## src/hdl/cpf_pkg.sv

```systemverilog
// Package for the CRC-16 packet framer: beat types, queue command type,
// constants and the CRC byte update. No dependencies.
package cpf_pkg;

    localparam logic [15:0] START_WORD_RESET = 16'h6666;
    localparam logic [15:0] CRC_POLY         = 16'h1021;
    localparam int          QUEUE_DEPTH_DEF  = 4;
    localparam int          IDX_W            = 4;

    localparam logic [IDX_W-1:0] IDX_SW_LO   = 4'd0;
    localparam logic [IDX_W-1:0] IDX_SW_HI   = 4'd1;
    localparam logic [IDX_W-1:0] IDX_CTRL    = 4'd2;
    localparam logic [IDX_W-1:0] IDX_LEN_LO  = 4'd3;
    localparam logic [IDX_W-1:0] IDX_LEN_HI  = 4'd4;
    localparam logic [IDX_W-1:0] IDX_SEQ_LO  = 4'd5;
    localparam logic [IDX_W-1:0] IDX_SEQ_HI  = 4'd6;
    localparam logic [IDX_W-1:0] IDX_CMD     = 4'd7;
    localparam logic [IDX_W-1:0] IDX_HCRC_LO = 4'd8;
    localparam logic [IDX_W-1:0] IDX_HCRC_HI = 4'd9;
    localparam logic [IDX_W-1:0] IDX_PDATA   = 4'd0;
    localparam logic [IDX_W-1:0] IDX_PCRC_LO = 4'd1;
    localparam logic [IDX_W-1:0] IDX_PCRC_HI = 4'd2;

    localparam logic MODE_START   = 1'b0;
    localparam logic MODE_PAYLOAD = 1'b1;

    typedef struct packed {
        logic        mode;
        logic [7:0]  cmd_id;
        logic        ack_req;
        logic [15:0] payload_len;
        logic [7:0]  payload_byte;
    } in_item_t;

    typedef struct packed {
        logic [7:0] out_byte;
        logic       frame_end;
        logic       error;
    } out_item_t;

    typedef enum logic [2:0] {
        CMD_ERR,
        CMD_HDR,
        CMD_HDR_CRC,
        CMD_PAY,
        CMD_PAY_CRC
    } cmd_kind_t;

    typedef struct packed {
        cmd_kind_t   kind;
        logic [7:0]  cmd_id;
        logic        ack_req;
        logic [15:0] payload_len;
        logic [15:0] seq;
        logic [7:0]  data;
    } cmd_t;

    function automatic logic [15:0] crc_feed(input logic [15:0] crc_in, input logic [7:0] b);
        logic [15:0] c;
        c = crc_in ^ {b, 8'h00};
        for (int k = 0; k < 8; k++) begin
            if (c[15]) begin
                c = {c[14:0], 1'b0} ^ CRC_POLY;
            end else begin
                c = {c[14:0], 1'b0};
            end
        end
        return c;
    endfunction

endpackage

```

## src/hdl/crc16_packet_framer_top.sv

```systemverilog
// An accepted beat is written into the command queue; the back end then registers its first output byte.
// Throughput: one output byte per cycle while a command is queued and out_stall is low;
// bytes per command: payload 1, header 8 (10 at zero length), last payload 3 with CRC.
// Input is stalled only while the command queue is full.
// Reset: sequence, byte count, open flag and CRC clear, queue empties,
// start word returns to 0x6666.
module crc16_packet_framer_top #(
    parameter int QUEUE_DEPTH = cpf_pkg::QUEUE_DEPTH_DEF
) (
    input  logic               clk,
    input  logic               rst_n,
    input  logic               in_valid,
    output logic               in_stall,
    input  cpf_pkg::in_item_t  in_data,
    output logic               out_valid,
    input  logic               out_stall,
    output cpf_pkg::out_item_t out_data,
    input  logic               cfg_valid,
    output logic               cfg_ready,
    input  logic [15:0]        cfg_data
);

    logic [15:0]   start_word_reg;
    logic          queue_full;
    logic          push;
    cpf_pkg::cmd_t push_data;
    logic          pop;
    logic          head_valid;
    cpf_pkg::cmd_t head_data;

    assign cfg_ready = 1'b1;

    always_ff @(posedge clk or negedge rst_n)
    begin
        if (!rst_n)
        begin
            start_word_reg <= cpf_pkg::START_WORD_RESET;
        end else if (cfg_valid && cfg_ready)
        begin
            start_word_reg <= cfg_data;
        end
    end

    cpf_front u_front (
        .clk        (clk),
        .rst_n      (rst_n),
        .in_valid   (in_valid),
        .in_data    (in_data),
        .queue_full (queue_full),
        .in_stall   (in_stall),
        .push       (push),
        .push_data  (push_data)
    );

    cpf_queue #(
        .DEPTH (QUEUE_DEPTH)
    ) u_queue (
        .clk        (clk),
        .rst_n      (rst_n),
        .push       (push),
        .push_data  (push_data),
        .full       (queue_full),
        .pop        (pop),
        .head_valid (head_valid),
        .head_data  (head_data)
    );

    cpf_back u_back (
        .clk        (clk),
        .rst_n      (rst_n),
        .start_word (start_word_reg),
        .head_valid (head_valid),
        .head_data  (head_data),
        .pop        (pop),
        .out_valid  (out_valid),
        .out_stall  (out_stall),
        .out_data   (out_data)
    );

endmodule

```

## src/hdl/cpf_queue.sv

```systemverilog
// Short command queue between front and back of the packet framer.
// Depends on cpf_pkg for the command type.
module cpf_queue #(
    parameter int DEPTH = cpf_pkg::QUEUE_DEPTH_DEF
) (
    input  logic          clk,
    input  logic          rst_n,
    input  logic          push,
    input  cpf_pkg::cmd_t push_data,
    output logic          full,
    input  logic          pop,
    output logic          head_valid,
    output cpf_pkg::cmd_t head_data
);

    localparam int PTR_W = $clog2(DEPTH);
    localparam int CNT_W = $clog2(DEPTH + 1);

    cpf_pkg::cmd_t    slot_reg [DEPTH];
    logic [PTR_W-1:0] wr_ptr_reg, wr_ptr_next;
    logic [PTR_W-1:0] rd_ptr_reg, rd_ptr_next;
    logic [CNT_W-1:0] count_reg, count_next;
    logic             do_push, do_pop;

    assign full       = (count_reg == CNT_W'(DEPTH));
    assign head_valid = (count_reg != '0);
    assign head_data  = slot_reg[rd_ptr_reg];
    assign do_push    = push && !full;
    assign do_pop     = pop && head_valid;

    always_comb
    begin
        wr_ptr_next = wr_ptr_reg;
        rd_ptr_next = rd_ptr_reg;
        count_next  = count_reg;
        if (do_push)
        begin
            wr_ptr_next = (wr_ptr_reg == PTR_W'(DEPTH - 1)) ? '0 : wr_ptr_reg + 1'b1;
        end
        if (do_pop)
        begin
            rd_ptr_next = (rd_ptr_reg == PTR_W'(DEPTH - 1)) ? '0 : rd_ptr_reg + 1'b1;
        end
        if (do_push && !do_pop)
        begin
            count_next = count_reg + 1'b1;
        end else if (do_pop && !do_push)
        begin
            count_next = count_reg - 1'b1;
        end
    end

    always_ff @(posedge clk or negedge rst_n)
    begin
        if (!rst_n)
        begin
            wr_ptr_reg <= '0;
            rd_ptr_reg <= '0;
            count_reg  <= '0;
        end else
        begin
            wr_ptr_reg <= wr_ptr_next;
            rd_ptr_reg <= rd_ptr_next;
            count_reg  <= count_next;
        end
    end

    always_ff @(posedge clk)
    begin
        if (do_push)
        begin
            slot_reg[wr_ptr_reg] <= push_data;
        end
    end

endmodule

```

## src/hdl/cpf_front.sv

```systemverilog
// Front of the packet framer: accepts input beats, tracks frame state,
// classifies each beat into a queue command. Depends on cpf_pkg.
module cpf_front (
    input  logic             clk,
    input  logic             rst_n,
    input  logic             in_valid,
    input  cpf_pkg::in_item_t in_data,
    input  logic             queue_full,
    output logic             in_stall,
    output logic             push,
    output cpf_pkg::cmd_t    push_data
);

    logic [15:0] seq_reg, seq_next;
    logic [15:0] left_reg, left_next;
    logic        open_reg, open_next;
    logic        accept;

    assign in_stall = queue_full;
    assign accept   = in_valid && !queue_full;
    assign push     = accept;

    always_comb
    begin
        seq_next              = seq_reg;
        left_next             = left_reg;
        open_next             = open_reg;
        push_data.kind        = cpf_pkg::CMD_ERR;
        push_data.cmd_id      = in_data.cmd_id;
        push_data.ack_req     = in_data.ack_req;
        push_data.payload_len = in_data.payload_len;
        push_data.seq         = seq_reg;
        push_data.data        = in_data.payload_byte;
        if (in_data.mode == cpf_pkg::MODE_START)
        begin
            if (!open_reg)
            begin
                seq_next = seq_reg + 16'd1;
                if (in_data.payload_len == 16'd0)
                begin
                    push_data.kind = cpf_pkg::CMD_HDR_CRC;
                end else
                begin
                    push_data.kind = cpf_pkg::CMD_HDR;
                    left_next      = in_data.payload_len;
                    open_next      = 1'b1;
                end
            end
        end else
        begin
            if (open_reg)
            begin
                if (left_reg == 16'd1)
                begin
                    push_data.kind = cpf_pkg::CMD_PAY_CRC;
                    left_next      = 16'd0;
                    open_next      = 1'b0;
                end else
                begin
                    push_data.kind = cpf_pkg::CMD_PAY;
                    left_next      = left_reg - 16'd1;
                end
            end
        end
    end

    always_ff @(posedge clk or negedge rst_n)
    begin
        if (!rst_n)
        begin
            seq_reg  <= '0;
            left_reg <= '0;
            open_reg <= 1'b0;
        end else if (accept)
        begin
            seq_reg  <= seq_next;
            left_reg <= left_next;
            open_reg <= open_next;
        end
    end

endmodule

```

## src/hdl/cpf_back.sv

```systemverilog
// Back of the packet framer: expands queue commands into output beats,
// runs the CRC-16/XMODEM and holds the output register. Depends on cpf_pkg.
module cpf_back (
    input  logic               clk,
    input  logic               rst_n,
    input  logic [15:0]        start_word,
    input  logic               head_valid,
    input  cpf_pkg::cmd_t      head_data,
    output logic               pop,
    output logic               out_valid,
    input  logic               out_stall,
    output cpf_pkg::out_item_t out_data
);

    logic [cpf_pkg::IDX_W-1:0] idx_reg, idx_next;
    logic [15:0]               crc_reg, crc_next;
    logic                      out_valid_reg, out_valid_next;
    cpf_pkg::out_item_t        out_data_reg;
    cpf_pkg::out_item_t        beat;
    logic                      advance;
    logic                      last;
    logic                      is_data;
    logic                      crc_restart;
    logic [15:0]               crc_base;

    assign advance   = head_valid && (!out_valid_reg || !out_stall);
    assign pop       = advance && last;
    assign out_valid = out_valid_reg;
    assign out_data  = out_data_reg;
    assign crc_base  = crc_restart ? 16'd0 : crc_reg;

    always_comb
    begin
        beat.out_byte  = 8'h00;
        beat.frame_end = 1'b0;
        beat.error     = 1'b0;
        last           = 1'b1;
        is_data        = 1'b0;
        crc_restart    = 1'b0;
        case (head_data.kind)
            cpf_pkg::CMD_ERR:
            begin
                beat.error = 1'b1;
            end
            cpf_pkg::CMD_HDR, cpf_pkg::CMD_HDR_CRC:
            begin
                is_data     = 1'b1;
                crc_restart = (idx_reg == cpf_pkg::IDX_SW_LO);
                case (idx_reg)
                    cpf_pkg::IDX_SW_LO:   beat.out_byte = start_word[7:0];
                    cpf_pkg::IDX_SW_HI:   beat.out_byte = start_word[15:8];
                    cpf_pkg::IDX_CTRL:    beat.out_byte = {7'd0, head_data.ack_req};
                    cpf_pkg::IDX_LEN_LO:  beat.out_byte = head_data.payload_len[7:0];
                    cpf_pkg::IDX_LEN_HI:  beat.out_byte = head_data.payload_len[15:8];
                    cpf_pkg::IDX_SEQ_LO:  beat.out_byte = head_data.seq[7:0];
                    cpf_pkg::IDX_SEQ_HI:  beat.out_byte = head_data.seq[15:8];
                    cpf_pkg::IDX_CMD:     beat.out_byte = head_data.cmd_id;
                    cpf_pkg::IDX_HCRC_LO:
                    begin
                        beat.out_byte = crc_reg[7:0];
                        is_data       = 1'b0;
                    end
                    cpf_pkg::IDX_HCRC_HI:
                    begin
                        beat.out_byte  = crc_reg[15:8];
                        beat.frame_end = 1'b1;
                        is_data        = 1'b0;
                    end
                    default:
                    begin
                        beat.out_byte = 8'h00;
                        is_data       = 1'b0;
                    end
                endcase
                if (head_data.kind == cpf_pkg::CMD_HDR)
                begin
                    last = (idx_reg == cpf_pkg::IDX_CMD);
                end else
                begin
                    last = (idx_reg == cpf_pkg::IDX_HCRC_HI);
                end
            end
            cpf_pkg::CMD_PAY:
            begin
                beat.out_byte = head_data.data;
                is_data       = 1'b1;
            end
            cpf_pkg::CMD_PAY_CRC:
            begin
                last = (idx_reg == cpf_pkg::IDX_PCRC_HI);
                case (idx_reg)
                    cpf_pkg::IDX_PDATA:
                    begin
                        beat.out_byte = head_data.data;
                        is_data       = 1'b1;
                    end
                    cpf_pkg::IDX_PCRC_LO: beat.out_byte = crc_reg[7:0];
                    cpf_pkg::IDX_PCRC_HI:
                    begin
                        beat.out_byte  = crc_reg[15:8];
                        beat.frame_end = 1'b1;
                    end
                    default:              beat.out_byte = 8'h00;
                endcase
            end
            default:
            begin
                beat.error = 1'b1;
            end
        endcase
    end

    always_comb
    begin
        idx_next       = idx_reg;
        crc_next       = crc_reg;
        out_valid_next = out_valid_reg;
        if (advance)
        begin
            idx_next       = last ? '0 : idx_reg + 1'b1;
            out_valid_next = 1'b1;
            if (is_data)
            begin
                crc_next = cpf_pkg::crc_feed(crc_base, beat.out_byte);
            end
        end else if (!out_stall)
        begin
            out_valid_next = 1'b0;
        end
    end

    always_ff @(posedge clk or negedge rst_n)
    begin
        if (!rst_n)
        begin
            idx_reg       <= '0;
            crc_reg       <= '0;
            out_valid_reg <= 1'b0;
        end else
        begin
            idx_reg       <= idx_next;
            crc_reg       <= crc_next;
            out_valid_reg <= out_valid_next;
        end
    end

    always_ff @(posedge clk)
    begin
        if (advance)
        begin
            out_data_reg <= beat;
        end
    end

endmodule

```

## config.mk

```make
export PLATFORM = sky130hd
export DESIGN_NAME = crc16_packet_framer_top
export DESIGN_NICKNAME = d
export VERILOG_FILES = /design/src/hdl/cpf_pkg.sv /design/src/hdl/crc16_packet_framer_top.sv /design/src/hdl/cpf_queue.sv /design/src/hdl/cpf_front.sv /design/src/hdl/cpf_back.sv
export SDC_FILE = /design/constraint.sdc
export NUM_CORES = 1
export LEC_CHECK = 0
export ABC_CLOCK_PERIOD_IN_PS = 9800
export BUFFER_PORTS_ARGS = -buffer_cell sky130_fd_sc_hd__buf_2
export CAP_MARGIN = 30
export CORE_ASPECT_RATIO = 1.75
export CORE_UTILIZATION = 60
export DETAILED_ROUTE_END_ITERATION = 8
export PLACE_DENSITY = 0.82
export SETUP_SLACK_MARGIN = 0.1
export SLEW_MARGIN = 20
export SYNTH_ARGS = -nofsm -noshare
export SYNTH_HDL_FRONTEND = slang
export SYNTH_SLANG_ARGS = --single-unit
```

## constraint.sdc

```tcl
create_clock -name clk -period 9.8 [get_ports clk]
set_input_delay 0.49 -clock clk [delete_from_list [all_inputs] [get_ports clk]]
set_output_delay 0.49 -clock clk [all_outputs]
set_load 0.01 [all_outputs]
```

# After elaboration in Yosys (flattened, before gate mapping)
# Memory sizes are Yosys's and may differ from the RTL's.
# Index checks and enable logic that the tools add are counted.
# Widths: inputs -> output; s select.
dict set report word_totals {
  ff_bits 87
  ramBits 208
  inputBits 55
  output_inout_bits 13
  word_cells 136
  mem_count 1
}
dict set report op_classes {
  addsub 7
  eq_ne 21
  mux 60
  n_bitwise 11
  reduce_logical 23
}
# memory words word_bits read_ports rd_ports_with_merged_regs write_ports line
set mem_list {}
lappend mem_list {u_queue.slot_reg 4 52 1 0 1 cpf_queue.sv:19} ;# cpf_pkg::cmd_t slot_reg [DEPTH];
# operator n
set op_table {}
lappend op_table {{$mux 16} 20}
lappend op_table {{$mux 13} 8}
lappend op_table {{$pmux 8 s10} 1}
lappend op_table {{$pmux 8 s3} 2}
lappend op_table {{$not 3->3} 8}
lappend op_table {{$mux 3} 6}
lappend op_table {{$add 16x1->16 const B} 1}
lappend op_table {{$eq 16x1->1 const B} 1}
lappend op_table {{$eq 4x3->1 const B} 4}
lappend op_table {{$logic_not 16->1} 1}
lappend op_table {{$mux 1} 16}
lappend op_table {{$sub 16x1->16 const B} 1}
lappend op_table {{$xor 16x16->16} 1}
lappend op_table {{$eq 4x2->1 const B} 2}
lappend op_table {{$eq 4x4->1 const B} 2}
lappend op_table {{$reduce_or 8->1} 1}
lappend op_table {{$logic_and 1x1->1} 7}
lappend op_table {{$eq 3x2->1 const B} 2}
lappend op_table {{$eq 3x3->1 const B} 2}
lappend op_table {{$mux 2} 3}
lappend op_table {{$logic_not 1->1} 5}
lappend op_table {{$add 2x1->2 const B} 2}
lappend op_table {{$add 4x1->4 const B} 1}
lappend op_table {{$eq 2x2->1 const B} 2}
lappend op_table {{19 further kinds} 23}

# Depth between registers and ports, before layout
# Gate-level depths: netlist of the first run.
# An unclocked memory read counts as a cell.
dict set report depth {
  word_depth 36
  depth_mapped 16
  ltp_nobuf 14
}

# Modules after synthesis
# A second synthesis of the first run with hierarchy kept.
dict set report unflattened {
  cells_unflattened 867
  area_unflattened_um2 13510.5
}
# mod instances cells_each area_per_inst_um2 seq_area_each_um2
set modules_own_cells {}
lappend modules_own_cells {cpf_queue 1 309 8029.0 6421.2}
lappend modules_own_cells {cpf_back 1 285 2636.3 825.8}
lappend modules_own_cells {cpf_front 1 237 2174.6 825.8}
lappend modules_own_cells {crc16_packet_framer_top 1 36 670.6 410.4}

# Worst setup path before layout of the first run
# No wires, ideal clock.
dict set report synth_timing {
  path_kind {register to register}
  start {register u_queue.rd_ptr_reg[0]}
  end {register u_back.crc_reg[6]}
  setup_ns 0.125
  arrival_time_ns 3.132
  required_time_ns 9.675
  setup_slack_ns 6.544
  stages_incl_launch_ff 11
  n_path_buf 2
  path_cell_list {dfrtp_1 > buf_6 > mux4_2 > or3b_4 > or4_4 > buf_6 > nor2_1 > a211oi_2 > xor2_2 > xnor3_1 > mux2_2}
}
dict set report synth_between {
  elab_chain_len 28
  word_cells_on_any_way 38
}
# element line
set synth_lines {}
lappend synth_lines {{start: declaration} cpf_queue.sv:21} ;# logic [PTR_W-1:0] rd_ptr_reg, rd_ptr_next;
lappend synth_lines {{start signal: assignment} cpf_queue.sv:63} ;# rd_ptr_reg <= rd_ptr_next;
lappend synth_lines {{$mem_v2 4x52 *} -}
lappend synth_lines {{$eq 3x2->1 or $eq 3x1->1 (tied branches)} cpf_back.sv:40} ;# case (head_data.kind)
lappend synth_lines {{$reduce_or 2->1} cpf_back.sv:40}
lappend synth_lines {{$mux 1} cpf_back.sv:40}
lappend synth_lines {{$mux 16} cpf_back.sv:30} ;# assign crc_base = crc_restart ? 16'd0 : crc_reg;
lappend synth_lines {{$xor 16x16->16} cpf_pkg.sv:60} ;# c = crc_in ^ {b, 8'h00};
lappend synth_lines {{$mux 16} cpf_back.sv:122} ;# if (is_data)
lappend synth_lines {{$mux 16} cpf_back.sv:118} ;# if (advance)
lappend synth_lines {{(+12 left out)} -}
lappend synth_lines {{$mux 13} cpf_pkg.sv:62} ;# if (c[15]) begin
lappend synth_lines {{$mux 16} cpf_back.sv:122}
lappend synth_lines {{$mux 16} cpf_back.sv:118}
lappend synth_lines {{$not 3->3 (no line)} -}
lappend synth_lines {{$mux 13} cpf_pkg.sv:62}
lappend synth_lines {{$mux 16} cpf_back.sv:122}
lappend synth_lines {{$mux 16} cpf_back.sv:118}
lappend synth_lines {{$mux 13} cpf_pkg.sv:62}
lappend synth_lines {{end signal: assignment} cpf_back.sv:142} ;# crc_reg <= crc_next;
lappend synth_lines {{end: declaration} cpf_back.sv:16} ;# logic [15:0] crc_reg, crc_next;
# Every way passes the cells marked *; elsewhere a longest branch is shown, timed or not. The select of a mux whose other input is x is not followed.
# A chain may end at the register's enable or synchronous reset.

# Worst setup path after layout of the first run
# Same ends and word-level chain as after synthesis.

==> implementation parameters, run 1 <==
Parameter                              Value

Status
  Outcome ... complete, no violations

Setup path
  Path depth of the worst reg2reg path ... 9
  Capturing instance or port of the critical path ... u_back.crc_reg[6]
  R2r endpoint ... u_back.crc_reg[6]
  CP Launch Type ... register
  Critical Path, Cell by Cell ... buf_4 > mux4_2 > or3b_4 > or4_4 > nor2_1 > a211oi_2 > xor2_2 > xnor3_1 > mux2_2
  Worst Setup SP ... u_queue.rd_ptr_reg[0]
  Required time of the critical path ... 10.21 ns
  Worst reg2reg path startpoint ... u_queue.rd_ptr_reg[0]
  Crit path kind ... register to register
  Master of the slowest instance on the critical path ... sky130_fd_sc_hd__dfrtp_2
  Worst endpoint data arrival time ... 4.65 ns
  Critical path fanouts, max ... 27
  R2r setup slk ... between 5 and 6 ns
  Setup crit end kind ... register
  Maximum single-stage delay on the critical path ... 0.73 ns

STA
  Remaining max-slew budget at the tightest pin ... 33.1%
  Worst hold slack after final layout ... 0.174 ns
  Period utilization ... 43.3%
  Maximum clock rate ... 236 MHz
  Clock tree skew after final layout ... 0.0137 ns
  Fin. Hold Viols ... 0
  Total negative setup slack ... 0 ns
  RSZ-0062 raised after global routing ... no
  Tightest Pin Transition ... 1.00 ns
  Pins over their slew limit ... 0
  Setup violations, final ... 0
  Final min period ... 4.24 ns

Floorplan
  Std cell rows ... 71
  Overall die width ... approximately 110 um
  Initial Util ... 60.9%
  Die Y ... 197 um
  Die area ... 0.0223 mm^2
  Count of pins on the block boundary ... around 70
  Core area ... 0.0214 mm^2

Layout
  Share of final-layout standard cells stronger than drive strength 1 ... 21.2%
  Post-layout instance count excluding filler cells ... 1250
  Diodes inserted ... 0
  Fill cell total of the finished layout ... between 1k and 1.5k
  Net count, final ... roughly 1k
  Largest register FFs ... 208
  Area growth syn-to-layout ... 11.4%
  Post-route standard cell area excluding fillers ... 0.0145 mm^2

GRT
  Total grt overflow ... 0
  Peak-usage layer in the global routing report ... met2
  Global routing met3 resource utilization ... roughly 3.4%
  Pin count of the biggest net entering global routing ... 53
  First-pass GRT wire length ... 44.5 mm
  Number of antenna violations at the first check in global routing ... 0
  Tot GR Track Use ... a little over a quarter
  Met2 usage ... roughly half
  Vias in the first global route ... 7810
  Grt met1 use ... 31.1%

Yosys
  Async SR Flop Fraction ... 26.1%
  Ranking of synthesized cells by area ... sky130_fd_sc_hd__edfxtp_1 (50%), sky130_fd_sc_hd__dfrtp_1 (13%), sky130_fd_sc_hd__mux4_2 (5.5%)
  FF+latch count, synth ... 295
  Post-synth top area cell ... sky130_fd_sc_hd__edfxtp_1
  Number of nets in the synthesized netlist ... 953
  Share of the synthesized area in the top cell type ... 50.2%
  Unique cell type count in the Yosys netlist ... 73
  Most used flip-flop cell after synthesis ... sky130_fd_sc_hd__edfxtp_1
  Number of synthesized flops with an enable pin ... around 220
  Sequential element share of the synthesized area ... 65.1%
  Mean instance size in the synthesized netlist ... 14.8 um^2
  Post-synthesis cell area ... 0.0130 mm^2
  Yosys warning count ... 0
  Synthesized instance count ... around 880

Place
  Global placer's final weighted congestion ... 0.904
  Inst Count DP ... 1204
  Detailed placement HPWL ... 19.1 mm
  DP Area ... 0.0136 mm^2
  Number of buffer cells added on primary ports ... 66

Pwr
  Maximum vdd ir drop ... 0.173 mV
  Leakage ... around 0.0053 uW
  Total power divided by cell area ... 328 mW/mm^2

CTS
  Clock root buffer ... sky130_fd_sc_hd__clkbuf_16
  Clock Path Buffers ... 3
  Clock input transition at the sequential cells of the worst setup and hold paths ... 0.07 ns
  CTS buffer count ... 25
  Clock latency on the worst-skew pair ... 0.53 ns
  Number of setup buffers added after CTS ... 0
  CTS H-tree lvls ... 1
  CTS tree ... done
  Clock Sinks ... between 200 and 300

Drt
  First-pass DRT Iterations ... 5
  Wirelength per Cell ... around 23 um
  DRC violations left ... 0
  Initial DRC Count ... 642
  Via-per-instance ratio ... 6.30
  Number of nets with antenna violations after detailed routing ... 0
  DRT Wirelength ... 28.7 mm
  Via count ... 7879

Min path
  Hold Crit Class ... input port to register

Job
  Maxcap violations ... 0
[where the power goes]
part | internal, uW | switching [uW]
Combinational | 834 | 948
Clock | 657 | 430
Sequential | 1680 | 210
[worst max-delay path: cells and delay by family, from the launching register on]
kind                   cells  cell delay [ns]
AND/OR/NAND/NOR            3             1.12
multiplexers               2             0.92
XOR/XNOR                   2             0.74
flip-flops                 1             0.73
buffers and inverters      1             0.51
AO/OA/AOI/OAI              1             0.08
[layout make-up]
| cell class | instances | area [um^2] | area share, % |
|---|---|---|---|
| flip-flops and latches | 295 | 8490 | 58.5 |
| multi-input cells | 520 | 4240 | 29.2 |
| clock buffers | 30 | 684 | 4.72 |
| repair buffers | 78 | 423 | 2.91 |
| well taps | 292 | 365 | 2.52 |
| clock inverters | 14 | 231 | 1.59 |
| inverters | 21 | 78.8 | 0.543 |
[Yosys cell counts, types with 16 or more instances]
library cell and instances:
sky130_fd_sc_hd__edfxtp_1 218, sky130_fd_sc_hd__nand2_1 72, sky130_fd_sc_hd__dfrtp_1 69, sky130_fd_sc_hd__mux2i_1 47, sky130_fd_sc_hd__o21ai_0 44, sky130_fd_sc_hd__nor2_1 36, sky130_fd_sc_hd__mux4_2 32, sky130_fd_sc_hd__clkbuf_1 26
sky130_fd_sc_hd__mux2_2 22, sky130_fd_sc_hd__inv_1 20, sky130_fd_sc_hd__o22ai_1 20, sky130_fd_sc_hd__xnor2_1 20, sky130_fd_sc_hd__xor2_1 19, sky130_fd_sc_hd__a21oi_1 16
[logic make-up (layout without fill, tap and decap cells)]
logic type | count (synthesis) | count (layout) | synth area share, %
flip-flops | 295 | 295 | 65.1
AND/OR/NAND/NOR | 197 | 197 | 7.60
AO/OA/AOI/OAI | 157 | 157 | 8.13
multiplexers | 102 | 102 | 11.1
buffers and inverters | 68 | 143 | 2.38
XOR/XNOR | 48 | 48 | 4.12
adder cells (fa/ha/maj) | 15 | 15 | 1.50
other | 1 | 1 | 0.0288
[metal layers]
metal,share of wire (%),vias up
met3,5.8,92
met2,55,361
met5,0,-
met1,34,3929
met4,5.0,0
li1,-,3497
[cells in the final DEF, fill, tap and decap left out, types with 22 or more instances in the layout]
| cell | netlist | layout |
|---|---|---|
| sky130_fd_sc_hd__nand2_1 | 72 | 72 |
| sky130_fd_sc_hd__nor2_1 | 36 | 36 |
| sky130_fd_sc_hd__edfxtp_1 | 218 | 218 |
| sky130_fd_sc_hd__mux2i_1 | 47 | 47 |
| sky130_fd_sc_hd__mux2_2 | 22 | 22 |
| sky130_fd_sc_hd__dfrtp_1 | 69 | 67 |
| sky130_fd_sc_hd__buf_2 | 8 | 66 |
| sky130_fd_sc_hd__o21ai_0 | 44 | 44 |
| sky130_fd_sc_hd__clkbuf_16 | 0 | 25 |
| sky130_fd_sc_hd__mux4_2 | 32 | 32 |
[worst min path at each step]
stage,startpoint,to,slack (ns),cells past startpoint
2_1_floorplan,rst_n,start_word_reg[0],0.19,0
3_3_place_gp,u_front.left_reg[15],u_front.left_reg[15],0.46,2
3_5_place_dp,rst_n,u_queue.count_reg[2],0.48,1
4_1_cts,in_data[1],u_queue.slot_reg[3][1],0.16,1
5_1_grt,in_data[3],u_queue.slot_reg[0][3],0.17,1
6_report,in_data[1],u_queue.slot_reg[2][1],0.17,1
[repair_timing]
action,in CTS,in global routing
endpoints found under the setup margin,0,0
hold buffers,1,0
gates resized for setup,0,0
endpoints found under the hold margin,29,0
[metrics by stage]
step | total power [uW] | setup WS, ns | utilization, %
after floorplan | 3250 | 6.54 | -
after global placement | 3610 | 5.63 | 63.5
after detailed placement | 3670 | 5.56 | 63.5
after CTS | 4770 | 5.52 | 67.8
after global routing | 4990 | 5.30 | 67.8
final | 4760 | 5.56 | 67.8
Note: power is estimated with default switching activity, not from simulation.
==> inputs of run 2 (changes only) <==
--- a/config.mk
+++ b/config.mk
@@ -5,7 +5,8 @@
 export SDC_FILE = /design/constraint.sdc
 export NUM_CORES = 1
 export LEC_CHECK = 0
-export ABC_CLOCK_PERIOD_IN_PS = 9800
+export ABC_AREA = 1
+export ABC_CLOCK_PERIOD_IN_PS = 4100
 export BUFFER_PORTS_ARGS = -buffer_cell sky130_fd_sc_hd__buf_2
 export CAP_MARGIN = 30
 export CORE_ASPECT_RATIO = 1.75
==> constraint.sdc (replaced) <==
create_clock -name clk -period 4.1 [get_ports clk]
set_input_delay 0.205 -clock clk [delete_from_list [all_inputs] [get_ports clk]]
set_output_delay 0.205 -clock clk [all_outputs]
set_load 0.01 [all_outputs]
==> implementation parameters, run 2 <==
Parameter                              Value

CTS
  Clock latency on the worst-skew pair ... 0.56 ns (+0.03 ns)
  Clock Path Buffers ... 3 (unchanged)
  CTS H-tree lvls ... 1 (unchanged)
  Clock root buffer ... sky130_fd_sc_hd__clkbuf_16
  Clock input transition at the sequential cells of the worst setup and hold paths ... 0.07 ns (about the same)
  Clock Sinks ... 295 (unchanged)
  Post-cts gate resize count ... 0 (unchanged)
  CTS tree ... done
  CTS buffer count ... 26 (+4.0%)

Yosys
  Main combinational cell family by area after synthesis ... simple AND/OR/NAND/NOR gates
  FF+latch count, synth ... 295 (unchanged)
  Post-synthesis cell area ... 0.0138 mm^2 (+5.8%)
  Compound-Gate Fraction of Synth Area ... 7.26% (-0.88 points)
  Sequential element share of the synthesized area ... 61.5% (-3.6 points)
  Cell with the most instances after synthesis ... sky130_fd_sc_hd__nand2_1
  Post-synthesis share of cell area spent on full adders, half adders and majority gates ... 1.42% (-0.083 points)
  Share of the synthesized area in the top cell type ... 47.5% (-2.8 points)
  Number of synthesized flops with an enable pin ... 218 (unchanged)
  Async SR Flop Fraction ... 26.1% (unchanged)
  Number of nets in the synthesized netlist ... 1503 (+58%)
  Mean instance size in the synthesized netlist ... 9.62 um^2 (-35%)
  Most used flip-flop cell after synthesis ... sky130_fd_sc_hd__edfxtp_1
  Fraction of synthesized cell area in xor and xnor cells ... 1.40% (-2.7 points)
  Most common library cells after synthesis ... sky130_fd_sc_hd__nand2_1 (398), sky130_fd_sc_hd__edfxtp_1 (218), sky130_fd_sc_hd__nor2_1 (164)
  Multiplexer area fraction after synthesis ... 0.408% (-11 points)
  Synthesized instance count ... 1433 (+62%)
  Post-synth top area cell ... sky130_fd_sc_hd__edfxtp_1
  Ranking of synthesized cells by area ... sky130_fd_sc_hd__edfxtp_1 (47%), sky130_fd_sc_hd__dfrtp_1 (13%), sky130_fd_sc_hd__nand2_1 (11%)
  Synthesized-area fraction occupied by and/or/nand/nor cells ... 22.2% (+15 points)
  Yosys warning count ... 0 (unchanged)
  Unique cell type count in the Yosys netlist ... 50 (-32%)

Drt
  Via-per-instance ratio ... 5.79 (-8.2%)
  DRC violations left ... 0 (unchanged)
  Via count ... 10.8k (+37%)
  DRT Wirelength ... 35.7 mm (+25%)
  First-pass DRT Iterations ... 6 (+1)
  Number of nets with antenna violations after detailed routing ... 0 (unchanged)
  Initial DRC Count ... 910 (+42%)
  Wirelength per Cell ... 19.1 um (-17%)

Pwr
  Net Sw Frac ... 41.4% (+8.1 points)
  Power after layout ... 12000 uW (+150%)
  Sequential group share of total power ... 36.8% (-2.9 points)
  Internal ... 7050 uW (+120%)
  Maximum vdd ir drop ... 0.478 mV (+180%)
  Total power divided by cell area ... 759 mW/mm^2 (+130%)
  Clock group share of total power ... 22.6% (-0.2 points)
  Part of the power in combinational logic ... 40.7% (+3.3 points)
  Leakage ... 0.00680 uW (+27%)
  Net load switching power ... 4990 uW (+210%)

GRT
  First-pass GRT wire length ... 54.9 mm (+23%)
  Total grt overflow ... 0 (unchanged)
  Pin count of the biggest net entering global routing ... 77 (+45%)
  Vias in the first global route ... 10.6k (+35%)
  Tot GR Track Use ... 31.1% (+4.2 points)
  Number of antenna violations at the first check in global routing ... 0 (unchanged)

Layout
  Share of final-layout standard cells stronger than drive strength 1 ... 13.4% (-7.8 points)
  Diodes inserted ... 0 (unchanged)
  Largest register FFs ... 208 (unchanged)
  Most frequent standard cell in the layout excluding fill and tap cells ... sky130_fd_sc_hd__nand2_1
  Area growth syn-to-layout ... 15.0%
  Net count, final ... 1617 (+60%)
  Most used cells in the layout excluding fill and tap cells ... sky130_fd_sc_hd__nand2_1 (398), sky130_fd_sc_hd__edfxtp_1 (218), sky130_fd_sc_hd__nor2_1 (160)

Setup path
  Worst path bufs/invs ... 4 (+3)
  CP dominant cell by count ... sky130_fd_sc_hd__nand2_1
  Crit path kind ... register to register
  Critical Path, Cell by Cell ... inv_2 > nand2_1 > nand2_1 > nand2_1 > nand2_1 > nand3_2 > nand2_2 > inv_2 > a211oi_2 > nor3b_2 > nor2_2 > inv_1 > ha_1 > inv_1 > fa_1 > mux2_2
  Worst endpoint data arrival time ... 3.90 ns (-0.75 ns)
  CP Launch Type ... register
  Master of the slowest instance on the critical path ... sky130_fd_sc_hd__dfrtp_2
  Maximum single-stage delay on the critical path ... 0.54 ns (-0.19 ns)
  Required time of the critical path ... 4.54 ns (-5.67 ns)
  Worst path top cell family by delay ... simple AND/OR/NAND/NOR gates
  Critical path fanouts, max ... 18 (-33%)
  Setup crit end kind ... register

STA
  Worst hold slack after final layout ... 0.109 ns (-0.0650 ns)
  Total negative setup slack ... 0 ns (unchanged)
  Period utilization ... 84.5% (+41 points)
  RSZ-0062 raised after global routing ... no
  Remaining max-slew budget at the tightest pin ... 45.7% (+13 points)
  Final min period ... 3.46 ns (-0.779 ns)
  Maximum clock rate ... 289 MHz (+22%)
  Setup slack of the critical path after layout ... 0.637 ns (-4.92 ns)
  Tightest Pin Transition ... 0.814 ns (-0.189 ns)
  Clock tree skew after final layout ... 0.0312 ns (+0.0175 ns)
  Pins over their slew limit ... 0 (unchanged)
  Fin. Hold Viols ... 0 (unchanged)
  Setup violations, final ... 0 (unchanged)

Floorplan
  Overall die width ... 117 um (+2.8%)
  Count of pins on the block boundary ... 68 (unchanged)
  Initial Util ... 60.9% (about the same)
  Std cell rows ... 73 (+2.8%)
  Die area ... 0.0236 mm^2 (+5.8%)
  Die Y ... 203 um (+2.8%)
  Core area ... 0.0227 mm^2 (+5.8%)

Place
  Number of buffer cells added on primary ports ... 66 (unchanged)
  Pre-CTS worst setup slack ... 0.750 ns (-4.81 ns)
  Global placer's final weighted congestion ... 0.963 (+6.6%)
  Detailed placement HPWL ... 22.6 mm (+18%)

Job
  Maxcap violations ... 0 (unchanged)

Min path
  Hold Crit Class ... input port to register

Status
  Outcome ... complete, no violations
==> run 2: cell count changes after synthesis, sizes merged, moves of 21 or more <==
cell / previous run / this run
nand3: 10 / 100
nor2: 37 / 176
o21ai: 52 / 126
buf: 21 / 42
inv: 20 / 133
mux2i: 47 / 0
nand2: 72 / 419
mux4: 32 / 0
==> run 2: repair_timing <==
action | 4_1_cts | 5_1_grt
endpoints found under the setup margin | 0 | 0
hold buffers | 52 | 0
setup buffers | 0 | 0
endpoints found under the hold margin | 188 | 0
==> run 2: per-layer routing <==
metal,wire length [um],vias up,global-route usage (%)
met5,0,-,0
met4,2480,0,21.4
met3,2380,148,4.81
met2,18500,538,53.6
met1,12400,5137,34.5
li1,-,4983,-
==> run 2: final timing paths <==
| kind | cells after the start | endpoint | from | slack, ns |
|---|---|---|---|---|
| max | 16 | u_queue.count_reg[1] | u_queue.rd_ptr_reg[0] | 0.64 |
| min | 5 | u_queue.wr_ptr_reg[1] | in_valid | 0.11 |
| max reg2reg | 16 | u_queue.count_reg[1] | u_queue.rd_ptr_reg[0] | 0.64 |
| min reg2reg | 2 | start_word_reg[13] | start_word_reg[13] | 0.49 |
| max in group asynchronous | 3 | u_front.seq_reg[1] | rst_n | 2.98 |
| min in group asynchronous | 2 | u_back.idx_reg[3] | rst_n | 0.21 |
==> run 2: area by class of cell <==
cell class | count | area [um^2]
Multi-Input combinational cell | 953 | 4540
Clock buffer | 31 | 709
Inverter | 134 | 505
Tap cell | 300 | 375
Fill cell | 1617 | 6790
Timing Repair Buffer | 137 | 996
Clock inverter | 17 | 246
Sequential cell | 295 | 8490
==> run 2: cells by family after synthesis <==
family / Yosys count
xor gates and xnor gates: 22
buffers and inverters: 185
adders and majority gates: 15
AOI/OAI and AO/OA: 181
other: 1
muxes: 5
DFF: 295
and+or+nand+nor: 729
==> run 2: through the flow <==
step                utilization (%)  cell area [um^2]  std cells
finish                         70.0             15900       1867
global route                   70.0             15900       1867
detailed placement             63.5             14400       1767
global placement               63.5             14400       1767
CTS                            70.0             15900       1867
floorplan                         -             13800       1433
==> run 2: tightest hold or removal path, delay by kind of cell <==
| kind | cells | cell delay, ns |
|---|---|---|
| buffers and inverters | 2 | 0.19 |
| and+or+nand+nor | 2 | 0.16 |
| AOI/OAI and AO/OA | 1 | 0.07 |
==> run 2: power groups by stage <==
stage / sequential [uW] / clock, uW / combinational (uW)
after floorplan: 4390 / 0 / 3460
after global placement: 4430 / 0 / 4530
after detailed placement: 4450 / 0 / 4680
after CTS: 4400 / 2720 / 4770
after global routing: 4470 / 2850 / 5400
final: 4420 / 2720 / 4890
==> inputs of run 3 (changes only) <==
--- a/config.mk
+++ b/config.mk
@@ -6,13 +6,13 @@
 export NUM_CORES = 1
 export LEC_CHECK = 0
 export ABC_AREA = 1
-export ABC_CLOCK_PERIOD_IN_PS = 4100
+export ABC_CLOCK_PERIOD_IN_PS = 2900
 export BUFFER_PORTS_ARGS = -buffer_cell sky130_fd_sc_hd__buf_2
 export CAP_MARGIN = 30
 export CORE_ASPECT_RATIO = 1.75
-export CORE_UTILIZATION = 60
+export CORE_UTILIZATION = 56
 export DETAILED_ROUTE_END_ITERATION = 8
-export PLACE_DENSITY = 0.82
+export PLACE_DENSITY = 0.81
 export SETUP_SLACK_MARGIN = 0.1
 export SLEW_MARGIN = 20
 export SYNTH_ARGS = -nofsm -noshare
==> constraint.sdc (replaced) <==
create_clock -name clk -period 2.9 [get_ports clk]
set_input_delay 0.145 -clock clk [delete_from_list [all_inputs] [get_ports clk]]
set_output_delay 0.145 -clock clk [all_outputs]
set_load 0.01 [all_outputs]
==> implementation parameters, run 3 (same netlist as run 2, synthesis figures left out) <==
Parameter                              Value

CTS
  CTS H-tree lvls ... 1 (unchanged)
  Clock Sinks ... 295 (unchanged)
  Clock input transition at the sequential cells of the worst setup and hold paths ... 0.07 ns (about the same)
  CTS buffer count ... 27 (+3.8%)
  Clock Path Buffers ... 3 (unchanged)
  CTS tree ... done
  Clock root buffer ... sky130_fd_sc_hd__clkbuf_16
  Clock latency on the worst-skew pair ... 0.55 ns (about the same)

GRT
  Tot GR Track Use ... 27.9% (-3.1 points)
  Pin count of the biggest net entering global routing ... 58 (-25%)
  Total grt overflow ... 0 (unchanged)
  Number of antenna violations at the first check in global routing ... 0 (unchanged)
  Vias in the first global route ... 10.7k (+1.3%)
  First-pass GRT wire length ... 54.0 mm (-1.7%)

Floorplan
  Overall die width ... 121 um (+3.4%)
  Count of pins on the block boundary ... 68 (unchanged)
  Die area ... 0.0253 mm^2 (+7.0%)
  Initial Util ... 57.2% (-3.7 points)
  Die Y ... 210 um (+3.5%)
  Core area ... 0.0241 mm^2 (+6.5%)
  Std cell rows ... 75 (+2.7%)

Min path
  Worst hold path startpoint ... in_valid
  End point of the most critical hold path ... u_queue.wr_ptr_reg[1]
  Cells on Worst Hold Path ... 5 (unchanged)
  Hold Crit Class ... input port to register

Setup path
  Worst endpoint data arrival time ... 3.14 ns (-0.76 ns)
  Master of the slowest instance on the critical path ... sky130_fd_sc_hd__dfrtp_4
  R2r endpoint ... u_back.crc_reg[14]
  Path depth of the worst reg2reg path ... 17 (+1)
  CP dominant cell by count ... sky130_fd_sc_hd__nand2_1
  Critical Path, Cell by Cell ... inv_8 > buf_4 > nor2_1 > o21ai_0 > nand2_1 > nand2_1 > nor2_1 > nand2_1 > nand2_2 > nand2_2 > nand2_1 > nand2_2 > nand2_1 > nand2_1 > nand2_2 > nand2_1 > o21ai_1
  Critical path fanouts, max ... 33 (+15)
  Required time of the critical path ... 3.32 ns (-1.22 ns)
  R2r setup slk ... 0.18 ns (-0.46 ns)
  CP Launch Type ... register
  Setup crit end kind ... register
  Worst reg2reg path startpoint ... u_queue.rd_ptr_reg[0]
  Maximum single-stage delay on the critical path ... 0.53 ns (about the same)
  Crit path kind ... register to register

Layout
  Share of final-layout standard cells stronger than drive strength 1 ... 15.2% (+1.8 points)
  Area growth syn-to-layout ... 17.1%
  Largest register FFs ... 208 (unchanged)
  Most used cells in the layout excluding fill and tap cells ... sky130_fd_sc_hd__nand2_1 (392), sky130_fd_sc_hd__edfxtp_1 (218), sky130_fd_sc_hd__nor2_1 (157)
  Net count, final ... 1636 (+1.2%)
  Most frequent standard cell in the layout excluding fill and tap cells ... sky130_fd_sc_hd__nand2_1
  Diodes inserted ... 0 (unchanged)

Pwr
  Internal ... 10300 uW (+46%)
  Net load switching power ... 7030 uW (+41%)
  Part of the power in combinational logic ... 42.5% (+1.8 points)
  Leakage ... 0.00690 uW (+1.5%)
  Clock group share of total power ... 21.5% (-1.1 points)
  Maximum vdd ir drop ... 0.522 mV (+9.1%)
  Total power divided by cell area ... 1070 mW/mm^2 (+41%)
  Sequential group share of total power ... 35.9% (-0.9 points)
  Net Sw Frac ... 40.6% (-0.82 points)

Place
  Detailed placement HPWL ... 22.5 mm (-0.18%)
  Number of buffer cells added on primary ports ... 66 (unchanged)
  Pre-CTS worst setup slack ... 0.0840 ns (-0.666 ns)
  Global placer's final weighted congestion ... 0.986 (+2.4%)

STA
  Setup violations, final ... 0 (unchanged)
  Fin. Hold Viols ... 0 (unchanged)
  Clock tree skew after final layout ... 0.0239 ns (-0.00740 ns)
  Remaining max-slew budget at the tightest pin ... 47.1% (+1.4 points)
  RSZ-0062 raised after global routing ... yes
  Final min period ... 2.72 ns (-0.745 ns)
  Period utilization ... 93.7% (+9.3 points)
  Setup slack of the critical path after layout ... 0.181 ns (-0.455 ns)
  Worst hold slack after final layout ... 0.0427 ns (-0.0662 ns)
  Maximum clock rate ... 368 MHz (+27%)
  Tightest Pin Transition ... 0.793 ns (-0.0211 ns)
  Pins over their slew limit ... 0 (unchanged)

Status
  Outcome ... complete, no violations

Drt
  First-pass DRT Iterations ... 6 (unchanged)
  DRC violations left ... 0 (unchanged)
  DRT Wirelength ... 34.2 mm (-4.3%)
  Wirelength per Cell ... 18.1 um (-5.7%)
  Number of nets with antenna violations after detailed routing ... 0 (unchanged)
  Via-per-instance ratio ... 5.65 (-2.4%)
  Initial DRC Count ... 939 (+3.2%)
  Via count ... 10.7k (-0.95%)

Job
  Maxcap violations ... 0 (unchanged)
run 3: cell count changes in the layout (fill, tap and decap cells not counted), sizes merged:
cell	before	now
clkinv	8	5
bufinv	5	4
clkbuf	31	39
inv	136	134
buf	85	103
run 3: worst max path at each step:
stage / startpoint / to / slack (ns) / depth (start not counted)
floorplan: u_queue.count_reg[0] / u_queue.slot_reg[0][0] / -0.57 / 4
global placement: u_queue.rd_ptr_reg[0] / u_queue.count_reg[2] / 0.16 / 17
detailed placement: u_queue.rd_ptr_reg[0] / u_queue.count_reg[2] / 0.08 / 17
CTS: u_back.idx_reg[1] / u_queue.count_reg[1] / 0.11 / 11
global route: u_queue.rd_ptr_reg[0] / u_queue.count_reg[2] / 0.06 / 18
finish: u_queue.rd_ptr_reg[0] / u_back.crc_reg[14] / 0.18 / 17
run 3: per-stage QoR:
step	instances	utilization [%]	TNS, ns	area, um^2	power (uW)
2_1_floorplan	1433	-	-118.99	13800	11100
3_3_place_gp	1788	60.3	0	14500	12900
3_5_place_dp	1788	60.3	0	14500	13100
4_1_cts	1890	66.3	0	16000	16900
5_1_grt	1895	67.0	0	16100	18300
6_report	1895	67.0	0	16100	17300
run 3: layer usage:
metal / GRT usage (%) / part of all wire (%)
met1: 30.2 / 34
met2: 50.6 / 53
met3: 3.45 / 5.7
met4: 18.3 / 6.7
met5: 0 / 0
run 3: final cells by class:
cell class,instances,area (um^2)
clock buffer,39,761
clock inverter,11,166
fill,1734,7970
inverter,134,519
multi-input combinational,953,4620
sequential,295,8490
tap,308,385
timing repair buffer,155,1210
run 3: power by group through the flow:
stage | Clock [uW] | Combinational [uW] | Sequential (uW)
after global placement | 0 | 6680 | 6240
final | 3730 | 7360 | 6210
after detailed placement | 0 | 6860 | 6280
after floorplan | 0 | 4890 | 6210
after global routing | 3900 | 8140 | 6300
after CTS | 3760 | 6990 | 6200
run 3: repair_timing:
item | CTS | global route
endpoints found under the setup margin | 8 | 15
buffers inserted | 0 | 5
pin swaps | 0 | 6
hold buffers | 52 | 0
hold endpoints to repair | 195 | 0
resized for setup | 3 | 38
run 3: worst max-delay path: cells and delay by family, from the launching register on:
kind / cells / cell delay, ns
AOI/OAI and AO/OA: 2 / 0.46
DFF: 1 / 0.53
and+or+nand+nor: 13 / 1.13
buffers and inverters: 2 / 0.42
